**src/design/load_cell_scale_moving_average_core_macros.svh**
```systemverilog
// Assertion macros shared by the load-cell scale core modules
`ifndef LOAD_CELL_SCALE_MOVING_AVERAGE_CORE_MACROS_SVH
`define LOAD_CELL_SCALE_MOVING_AVERAGE_CORE_MACROS_SVH

// Same-cycle implication, checked on aclk, off while aresetn is low
`define LCSMA_ASSERT_IMP(lbl, ante, cons, msg) \
    lbl: assert property (@(posedge aclk) disable iff (!aresetn) (ante) |-> (cons)) \
        else $error(msg);

// Next-cycle implication, checked on aclk, off while aresetn is low
`define LCSMA_ASSERT_NXT(lbl, ante, cons, msg) \
    lbl: assert property (@(posedge aclk) disable iff (!aresetn) (ante) |=> (cons)) \
        else $error(msg);

`endif

```
**src/design/lcsma_pkg.sv**
```systemverilog
// Shared types and constants for the load-cell scale moving-average core
package lcsma_pkg;

    // Field widths
    localparam int RAW_W      = 24;
    localparam int DIFF_W     = RAW_W + 1;
    localparam int SCALE_W    = 32;
    localparam int FRAC_W     = 16;
    localparam int PROD_W     = DIFF_W + SCALE_W;
    localparam int SHR_W      = PROD_W - FRAC_W;
    localparam int GRAMS_W    = 32;
    localparam int CFG_IDX_W  = 2;
    localparam int CFG_DATA_W = 32;

    // Configuration register indexes
    localparam logic [CFG_IDX_W-1:0] CFG_TARE  = CFG_IDX_W'(0);
    localparam logic [CFG_IDX_W-1:0] CFG_SCALE = CFG_IDX_W'(1);

    // Controller states
    typedef enum logic [2:0] {
        ST_IDLE,
        ST_MUL,
        ST_GRAMS,
        ST_UPDATE,
        ST_DSTART,
        ST_DIV,
        ST_EMIT
    } state_t;

    // Commands from controller to datapath
    typedef struct packed {
        logic capture;
        logic mul;
        logic grams;
        logic update;
        logic div_init;
        logic div_step;
        logic load_out;
    } cmd_t;

    // Status from datapath to controller
    typedef struct packed {
        logic sample_ok;
        logic div_last;
    } status_t;

endpackage

```
**src/design/lcsma_ram.sv**
```systemverilog
// Generic single-write, single-read RAM with registered read data
module lcsma_ram #(
    parameter int WIDTH = 32,
    parameter int DEPTH = 16,
    parameter int ADDR_W = (DEPTH > 1) ? $clog2(DEPTH) : 1
) (
    input  logic              aclk,
    input  logic              we,
    input  logic [ADDR_W-1:0] waddr,
    input  logic [WIDTH-1:0]  wdata,
    input  logic              re,
    input  logic [ADDR_W-1:0] raddr,
    output logic [WIDTH-1:0]  rdata
);

    logic [WIDTH-1:0] mem [DEPTH];
    logic [WIDTH-1:0] rdata_reg;

    // Write port and registered read port
    always_ff @(posedge aclk) begin
        if (we) begin
            mem[waddr] <= wdata;
        end
        if (re) begin
            rdata_reg <= mem[raddr];
        end
    end

    assign rdata = rdata_reg;

endmodule

```
**src/design/lcsma_ctrl.sv**
```systemverilog
// Sequencing controller for the load-cell scale core
`include "load_cell_scale_moving_average_core_macros.svh"

module lcsma_ctrl
    import lcsma_pkg::*;
(
    input  logic    aclk,
    input  logic    aresetn,
    input  logic    s_valid,
    output logic    s_ready,
    output logic    m_valid,
    input  logic    m_ready,
    output cmd_t    cmd,
    input  status_t status
);

    state_t state_reg, state_next;
    logic   m_valid_reg, m_valid_next;

    // State and output-valid registers
    always_ff @(posedge aclk) begin
        if (!aresetn) begin
            state_reg   <= ST_IDLE;
            m_valid_reg <= 1'b0;
        end else begin
            state_reg   <= state_next;
            m_valid_reg <= m_valid_next;
        end
    end

    // Next state and commands
    always_comb begin
        state_next = state_reg;
        cmd        = '0;
        s_ready    = 1'b0;
        unique case (state_reg)
            ST_IDLE: begin
                s_ready = 1'b1;
                if (s_valid) begin
                    cmd.capture = 1'b1;
                    state_next  = ST_MUL;
                end
            end
            ST_MUL: begin
                // failed read skips straight to the result
                cmd.mul    = 1'b1;
                state_next = status.sample_ok ? ST_GRAMS : ST_EMIT;
            end
            ST_GRAMS: begin
                cmd.grams  = 1'b1;
                state_next = ST_UPDATE;
            end
            ST_UPDATE: begin
                cmd.update = 1'b1;
                state_next = ST_DSTART;
            end
            ST_DSTART: begin
                cmd.div_init = 1'b1;
                state_next   = ST_DIV;
            end
            ST_DIV: begin
                cmd.div_step = 1'b1;
                if (status.div_last) begin
                    state_next = ST_EMIT;
                end
            end
            ST_EMIT: begin
                // wait for the output register to be free
                if (!m_valid_reg || m_ready) begin
                    cmd.load_out = 1'b1;
                    state_next   = ST_IDLE;
                end
            end
            default: begin
                state_next = ST_IDLE;
            end
        endcase

        m_valid_next = m_valid_reg;
        if (m_valid_reg && m_ready) begin
            m_valid_next = 1'b0;
        end
        if (cmd.load_out) begin
            m_valid_next = 1'b1;
        end
    end

    assign m_valid = m_valid_reg;

    `LCSMA_ASSERT_IMP(a_load_free, cmd.load_out, !m_valid_reg || m_ready, "result word overwritten")
    `LCSMA_ASSERT_NXT(a_accept_busy, s_valid && s_ready, state_reg != ST_IDLE, "accept did not start work")
    `LCSMA_ASSERT_NXT(a_emit_valid, cmd.load_out, m_valid_reg, "loaded result not presented")

endmodule

```
**src/design/lcsma_dpath.sv**
```systemverilog
// Datapath: calibration, gram conversion, history ring, running sum, divider
`include "load_cell_scale_moving_average_core_macros.svh"

module lcsma_dpath
    import lcsma_pkg::*;
#(
    parameter int WINDOW_SIZE = 16
) (
    input  logic                         aclk,
    input  logic                         aresetn,
    input  logic                         cfg_we,
    input  logic [CFG_IDX_W-1:0]         cfg_index,
    input  logic [CFG_DATA_W-1:0]        cfg_wdata,
    input  logic signed [RAW_W-1:0]      s_raw_sample,
    input  logic                         s_read_ok,
    output logic signed [GRAMS_W-1:0]    m_weight_grams,
    output logic                         m_sample_ok,
    input  cmd_t                         cmd,
    output status_t                      status
);

    localparam int ADDR_W = (WINDOW_SIZE > 1) ? $clog2(WINDOW_SIZE) : 1;
    localparam int CNT_W  = $clog2(WINDOW_SIZE + 1);
    localparam int SUM_W  = GRAMS_W + CNT_W;
    localparam int DCNT_W = $clog2(SUM_W);

    // Calibration registers
    logic signed [RAW_W-1:0]   tare_reg;
    logic signed [SCALE_W-1:0] scale_reg;
    logic                      clear_hist;

    // Item capture
    logic signed [RAW_W-1:0] raw_reg;
    logic                    ok_reg;

    // Conversion pipeline
    logic signed [DIFF_W-1:0] diff;
    logic signed [PROD_W-1:0] prod_next, prod_reg;
    logic signed [PROD_W-1:0] prod_adj;
    logic signed [SHR_W-1:0]  shr;
    logic [SHR_W-GRAMS_W:0]   shr_hi;
    logic [GRAMS_W-1:0]       grams_next, grams_reg;

    // History state
    logic [CNT_W-1:0]         filled_reg;
    logic [ADDR_W-1:0]        wslot_reg;
    logic signed [SUM_W-1:0]  sum_reg, sum_next;
    logic                     full;
    logic [GRAMS_W-1:0]       old_word;

    // Divider
    logic [SUM_W-1:0]  dvd_reg;
    logic [CNT_W-1:0]  rem_reg;
    logic [DCNT_W-1:0] dcnt_reg;
    logic              neg_reg;
    logic [CNT_W:0]    trial;
    logic [CNT_W:0]    trial_sub;
    logic              qbit;
    logic [SUM_W-1:0]  sum_mag;
    logic [SUM_W-1:0]  quot_signed;

    // Output word
    logic [GRAMS_W-1:0] weight_reg;
    logic               out_ok_reg;

    // Configuration decode; any known register write clears the history
    always_comb begin
        clear_hist = 1'b0;
        unique case (cfg_index)
            CFG_TARE:  clear_hist = cfg_we;
            CFG_SCALE: clear_hist = cfg_we;
            default:   clear_hist = 1'b0;
        endcase
    end

    always_ff @(posedge aclk) begin
        if (!aresetn) begin
            tare_reg  <= '0;
            scale_reg <= '0;
        end else if (cfg_we) begin
            if (cfg_index == CFG_TARE) begin
                tare_reg <= cfg_wdata[RAW_W-1:0];
            end
            if (cfg_index == CFG_SCALE) begin
                scale_reg <= cfg_wdata[SCALE_W-1:0];
            end
        end
    end

    // Tare offset times Q16.16 scale
    assign diff      = DIFF_W'(tare_reg) - DIFF_W'(raw_reg);
    assign prod_next = diff * scale_reg;

    // Drop fraction toward zero, then saturate to 32 bits
    assign prod_adj   = prod_reg + (prod_reg[PROD_W-1] ? PROD_W'((1 << FRAC_W) - 1) : '0);
    assign shr        = prod_adj[PROD_W-1:FRAC_W];
    assign shr_hi     = shr[SHR_W-1:GRAMS_W-1];
    always_comb begin
        if ((&shr_hi) || (~|shr_hi)) begin
            grams_next = shr[GRAMS_W-1:0];
        end else if (shr[SHR_W-1]) begin
            grams_next = {1'b1, {(GRAMS_W-1){1'b0}}};
        end else begin
            grams_next = {1'b0, {(GRAMS_W-1){1'b1}}};
        end
    end

    // Payload registers
    always_ff @(posedge aclk) begin
        if (cmd.capture) begin
            raw_reg <= s_raw_sample;
            ok_reg  <= s_read_ok;
        end
        if (cmd.mul) begin
            prod_reg <= prod_next;
        end
        if (cmd.grams) begin
            grams_reg <= grams_next;
        end
    end

    // History ring: old word read in the multiply cycle, new word written on update
    lcsma_ram #(
        .WIDTH (GRAMS_W),
        .DEPTH (WINDOW_SIZE),
        .ADDR_W(ADDR_W)
    ) u_ring (
        .aclk (aclk),
        .we   (cmd.update),
        .waddr(wslot_reg),
        .wdata(grams_reg),
        .re   (cmd.mul),
        .raddr(wslot_reg),
        .rdata(old_word)
    );

    // Running sum of the stored words
    assign full     = (filled_reg == CNT_W'(WINDOW_SIZE));
    assign sum_next = sum_reg
                    + {{(SUM_W-GRAMS_W){grams_reg[GRAMS_W-1]}}, grams_reg}
                    - (full ? {{(SUM_W-GRAMS_W){old_word[GRAMS_W-1]}}, old_word} : '0);

    always_ff @(posedge aclk) begin
        if (!aresetn) begin
            filled_reg <= '0;
            wslot_reg  <= '0;
            sum_reg    <= '0;
        end else if (clear_hist) begin
            filled_reg <= '0;
            wslot_reg  <= '0;
            sum_reg    <= '0;
        end else if (cmd.update) begin
            sum_reg <= sum_next;
            if (!full) begin
                filled_reg <= filled_reg + CNT_W'(1);
            end
            if (wslot_reg == ADDR_W'(WINDOW_SIZE - 1)) begin
                wslot_reg <= '0;
            end else begin
                wslot_reg <= wslot_reg + ADDR_W'(1);
            end
        end
    end

    // Restoring divider on magnitudes, one quotient bit a cycle
    assign sum_mag   = sum_reg[SUM_W-1] ? SUM_W'(-sum_reg) : SUM_W'(sum_reg);
    assign trial     = {rem_reg, dvd_reg[SUM_W-1]};
    assign qbit      = (trial >= {1'b0, filled_reg});
    assign trial_sub = trial - {1'b0, filled_reg};

    always_ff @(posedge aclk) begin
        if (cmd.div_init) begin
            dvd_reg  <= sum_mag;
            rem_reg  <= '0;
            dcnt_reg <= '0;
            neg_reg  <= sum_reg[SUM_W-1];
        end else if (cmd.div_step) begin
            dvd_reg  <= {dvd_reg[SUM_W-2:0], qbit};
            rem_reg  <= qbit ? trial_sub[CNT_W-1:0] : trial[CNT_W-1:0];
            dcnt_reg <= dcnt_reg + DCNT_W'(1);
        end
    end

    assign status.div_last  = (dcnt_reg == DCNT_W'(SUM_W - 1));
    assign status.sample_ok = ok_reg;

    // Result word: restore the sign of the mean, zero after a failed read
    assign quot_signed = neg_reg ? (~dvd_reg + SUM_W'(1)) : dvd_reg;

    always_ff @(posedge aclk) begin
        if (cmd.load_out) begin
            weight_reg <= ok_reg ? quot_signed[GRAMS_W-1:0] : '0;
            out_ok_reg <= ok_reg;
        end
    end

    assign m_weight_grams = weight_reg;
    assign m_sample_ok    = out_ok_reg;

    `LCSMA_ASSERT_IMP(a_fill_bound, 1'b1, filled_reg <= CNT_W'(WINDOW_SIZE), "fill count past window")
    `LCSMA_ASSERT_IMP(a_slot_bound, 1'b1, wslot_reg <= ADDR_W'(WINDOW_SIZE - 1), "write slot past window")
    `LCSMA_ASSERT_NXT(a_fill_grows, cmd.update && !clear_hist, filled_reg != '0, "divisor zero after update")

endmodule

```
**src/design/load_cell_scale_moving_average_core.sv**
```systemverilog
// Top level of the load-cell scale core with tare, Q16.16 scale and moving average
//
//  word    | direction | ports
//  --------+-----------+-----------------------------------------------------
//  cfg     | in        | cfg_valid, cfg_ready, cfg_index, cfg_wdata
//  input   | in        | s_valid, s_ready, s_raw_sample, s_read_ok
//  result  | out       | m_valid, m_ready, m_weight_grams, m_sample_ok
//
// One word at a time. A good read goes through the bit-serial mean divider over the
// SUM_W-bit sum (SUM_W = 32 + clog2(WINDOW_SIZE+1), 37 at a window of 16); a failed
// read skips it. Reset is synchronous on aresetn; no clearing pass, the fill count
// masks unwritten ring entries. A new word is accepted while a result waits on
// m_ready; a stalled result only holds the controller at its last step.
module load_cell_scale_moving_average_core
    import lcsma_pkg::*;
#(
    parameter int WINDOW_SIZE = 16
) (
    input  logic                      aclk,
    input  logic                      aresetn,
    // configuration write channel
    input  logic                      cfg_valid,
    output logic                      cfg_ready,
    input  logic [CFG_IDX_W-1:0]      cfg_index,
    input  logic [CFG_DATA_W-1:0]     cfg_wdata,
    // input channel
    input  logic                      s_valid,
    output logic                      s_ready,
    input  logic signed [RAW_W-1:0]   s_raw_sample,
    input  logic                      s_read_ok,
    // result channel
    output logic                      m_valid,
    input  logic                      m_ready,
    output logic signed [GRAMS_W-1:0] m_weight_grams,
    output logic                      m_sample_ok
);

    cmd_t    cmd;
    status_t status;

    // Configuration is always taken
    assign cfg_ready = 1'b1;

    lcsma_ctrl u_ctrl (
        .aclk   (aclk),
        .aresetn(aresetn),
        .s_valid(s_valid),
        .s_ready(s_ready),
        .m_valid(m_valid),
        .m_ready(m_ready),
        .cmd    (cmd),
        .status (status)
    );

    lcsma_dpath #(
        .WINDOW_SIZE(WINDOW_SIZE)
    ) u_dpath (
        .aclk          (aclk),
        .aresetn       (aresetn),
        .cfg_we        (cfg_valid),
        .cfg_index     (cfg_index),
        .cfg_wdata     (cfg_wdata),
        .s_raw_sample  (s_raw_sample),
        .s_read_ok     (s_read_ok),
        .m_weight_grams(m_weight_grams),
        .m_sample_ok   (m_sample_ok),
        .cmd           (cmd),
        .status        (status)
    );

endmodule
```
**config.mk**
```make
export PLATFORM = sky130hd
export DESIGN_NAME = load_cell_scale_moving_average_core
export DESIGN_NICKNAME = d
export VERILOG_FILES = /design/src/design/lcsma_pkg.sv /design/src/design/lcsma_ram.sv /design/src/design/lcsma_ctrl.sv /design/src/design/lcsma_dpath.sv /design/src/design/load_cell_scale_moving_average_core.sv
export VERILOG_INCLUDE_DIRS = /design/src /design/src/design
export SDC_FILE = /design/constraint.sdc
export NUM_CORES = 2
export LEC_CHECK = 0
export BUFFER_PORTS_ARGS = -buffer_cell sky130_fd_sc_hd__buf_4
export CORE_MARGIN = 2
export CORE_UTILIZATION = 30
export CTS_BUF_LIST = sky130_fd_sc_hd__clkbuf_4 sky130_fd_sc_hd__clkbuf_8
export CTS_CLUSTER_DIAMETER = 100
export DETAILED_ROUTE_END_ITERATION = 8
export GPL_TIMING_DRIVEN = 0
export PLACE_DENSITY = 0.54
export SYNTH_ARGS = -nofsm -noshare
export SYNTH_HDL_FRONTEND = slang
export SYNTH_SLANG_ARGS = --single-unit
```
**constraint.sdc**
```tcl
create_clock -name aclk -period 29.9 [get_ports aclk]
set_clock_uncertainty 0.2 [all_clocks]
set_input_delay 2.99 -clock aclk [delete_from_list [all_inputs] [get_ports aclk]]
set_output_delay 2.99 -clock aclk [all_outputs]
set_load 0.02 [all_outputs]
```
==> summary.md <==
| Metric | Value |
|---|---|
| Status | finished with violations |
| Violated checks | capacitance limit, slew limit |
| Num ports | 100 |
| Final Net Count | just over 7,000 |
| GRT overflow | 0 |
| Final instance area | around 73,000 um^2 |
| Leakage | 30.3 nW |
| DRT Pass-1 Iters | 6 |
| Synth warn | 0 |
| Postcts setup bufs | 0 |
| Final worst path period need | roughly 13 ns |
| Share of layout cells above drive strength 1 | ~9% |
| Syn Inst Count | 5,716 |
| Die Footprint | roughly 220,000 um^2 |
| Critical path depth | 37 |
| Initial DRC Count | ~3,300 |
| CTS max path bufs | 3 |
| Min-delay worst type | register to register |
| Initial Utilization | between 30% and 40% |
| Total CTS buffers | 140 |
| Most frequent CP cell | fa_1 |
| Clock sink count | 846 |
| Worst-path fanout max | 10 |
| Power per cell area | roughly 62 nW/um^2 |
| Routed WL | between 150 and 200 mm |
| Maximum clock frequency | about 80 MHz |
| Placement-stage worst setup slack | 17.18 ns |
| Area of the multi-input gates | between 30,000 and 40,000 um^2 |
| Largest net degree at the start of global routing | between 40 and 50 |
| Post-Syn Nets | roughly 6,900 |
| Startpoint types | register |
| Area contributors post-synth | edfxtp_1, fa_1, inv_1 |
| TNS Setup | 0 ns |
| Max_cap viols | 2 |
| Worst reg2reg path depth | 37 |
| Worst-Margin Slew | roughly 1.6 ns |
| Clk_lat worst skew | about 0.86 ns |
| Final HPWL DP | 144 mm |
| Clock-pin slew on the worst setup and hold paths | ~0.060 ns |
| Root buf cell | clkbuf_8 |
| Top-count cell post-synth | inv_1 |
| Slew Limit Headroom | -3.98% |
| Hold buffer count at cts | 0 |
| Dominant cell type by area after synthesis | edfxtp_1 |
| CTS tree | built |
| CP Buf/Inv Count | 7 |
| CP endpoint kind | register |
| Post-synthesis average cell area | around 11 um^2 |
| Row cnt | about 170 |
| Initial antenna violation count | 2 |
| Max reg flops | roughly 510 |
| Final hold vios | 0 |
| Routed Antenna Nets | 0 |
| Tot GR Track Use | between 10% and 20% |
| Die height | 472 um |
| Vias in the first global route | approximately 45,000 |
| Synth top area share | between 30% and 40% |
| Cell area after synthesis | around 66,000 um^2 |
| Die extent in x | ~470 um |
| Netlist cell types | 70 |
| Top delay family on crit path | adder cells |
| Pins Over Slew Limit | 13 |
| Top FF cell, synth | edfxtp_1 |
| Placer congestion estimate | slightly above 0.9 |
| Hold path cells | 0 |
| Routed vias/inst | ~4.7 |
| Yosys reg bits | between 800 and 900 |
| Number of synthesized flops with an enable pin | 729 |
| CTS resizes | 0 |
| Core ar. | between 200,000 and 250,000 um^2 |
| Drt drc | 0 |
| Period Utilization, post-route | a little over two fifths |
| Layout area overhead | 11.6% |
| Ys async rst share | 0% |
| CP arrival | 13.22 ns |
| Post-layout worst setup margin | about 17 ns |
| Critical Path RT | about 30 ns |
| Crit path kind | register to register |
| Post-DP Area | 70,500 um^2 |
| Setup-failing EPs final | 0 |
| Routed vias | roughly 42,000 |
| H-tree levels | 4 |
| Synth top cells by count | inv_1, fa_1, nand2_1 |
| Register area share after synthesis | 36.9% |
| First-pass GRT wire length | 276 mm |
| VDD IR max | 0.0000739 V |
| CP max stage cell | o32ai_1 |
| Slowest Stage Delay on Critical Path | about 1.0 ns |
| Port bufs | 98 |
| RSZ-0062 raised after global routing | no |
| Avg WL per Cell | around 20 um |
| FF+latch area | about 24,000 um^2 |
| # fillers | roughly 22,000 |
[metrics by stage]
| stage | hold slack [ns] | power [W] | utilization (%) | cells |
|---|---|---|---|---|
| global placement | 0.232 | 0.00349 | 32.2 | 8668 |
| global route | 0.251 | 0.00489 | 33.7 | 8949 |
| CTS | 0.245 | 0.00458 | 33.7 | 8948 |
| detailed placement | 0.233 | 0.00352 | 32.4 | 8697 |
| finish | 0.239 | 0.00456 | 33.7 | 8950 |
| floorplan | 0.206 | 0.00289 | - | 5716 |
[layout by cell type (no fill, tap or decap), types with 11 or more instances in the layout]
cell type and count:
o21bai_1 11, mux4_2 160, clkinv_1 36, buf_1 31, nand4_1 27, o31ai_1 27, a31oi_1 20, clkbuf_8 145
clkinv_2 11, buf_12 18, nand2_1 826, fa_1 857, nand3_1 41, and2_1 257, xnor2_1 164, nor2b_1 83
clkbuf_1 246, inv_1 979, o21a_1 19, and2_2 13, nor4_1 12, nor3_1 37, ha_1 246, nor2_1 131
buf_4 99, o21ai_0 155, and3_1 26, nand2b_1 33, a21o_1 54, clkbuf_4 42, xor2_1 45, edfxtp_1 729
o41ai_1 14, a21oi_1 142, dfxtp_1 117, a21boi_0 65, a211oi_1 17
[layer usage]
metal / global-route usage, % / vias to the layer above / wire [um]
li1: - / 19141 / -
met1: 21.3 / 21726 / 76900
met2: 27.4 / 1261 / 85800
met3: 2.66 / 306 / 10900
met4: 6.10 / 0 / 7140
met5: 0 / - / 0
[kinds of logic after synthesis]
kind of cell               count (synthesis)  synth area share, %
AOI/OAI and AO/OA                        590                 5.74
xor gates and xnor gates                 210                 2.80
adders and majority gates               1103                 30.8
buffers and inverters                   1258                 7.20
DFF                                      846                 36.9
muxes                                    165                 5.56
other                                      1              0.00571
and+or+nand+nor                         1543                 11.0
[cell type report]
| type | count | area share (%) |
|---|---|---|
| Timing Repair Buffer | 127 | 1.67 |
| Antenna cell | 2 | 0.00683 |
| Buffer | 278 | 1.43 |
| Clock inverter | 64 | 0.667 |
| Tap cell | 2854 | 4.87 |
| Clock buffer | 187 | 3.15 |
| Sequential cell | 846 | 33.0 |
| Multi-Input combinational cell | 3612 | 50.1 |
| Inverter | 980 | 5.02 |
[report_power, final]
group | switching, W | internal (W)
clock network | 0.000495 | 0.000552
registers | 0.0000816 | 0.00144
logic | 0.00125 | 0.000737
total | 0.00183 | 0.00273
[worst paths after layout]
path,end,slack (ns),from
hold reg to reg,u_dpath.neg_reg$_DFFE_PP_,0.24,u_dpath.sum_reg[36]$_SDFFE_PP0P_
setup reg to reg,u_dpath.prod_reg[53]$_DFFE_PP_,17.05,u_dpath.raw_reg[0]$_DFFE_PP_
hold / removal,u_dpath.neg_reg$_DFFE_PP_,0.24,u_dpath.sum_reg[36]$_SDFFE_PP0P_
setup / recovery,u_dpath.prod_reg[53]$_DFFE_PP_,17.05,u_dpath.raw_reg[0]$_DFFE_PP_
No activity file was read; power rests on OpenSTA's default activity.
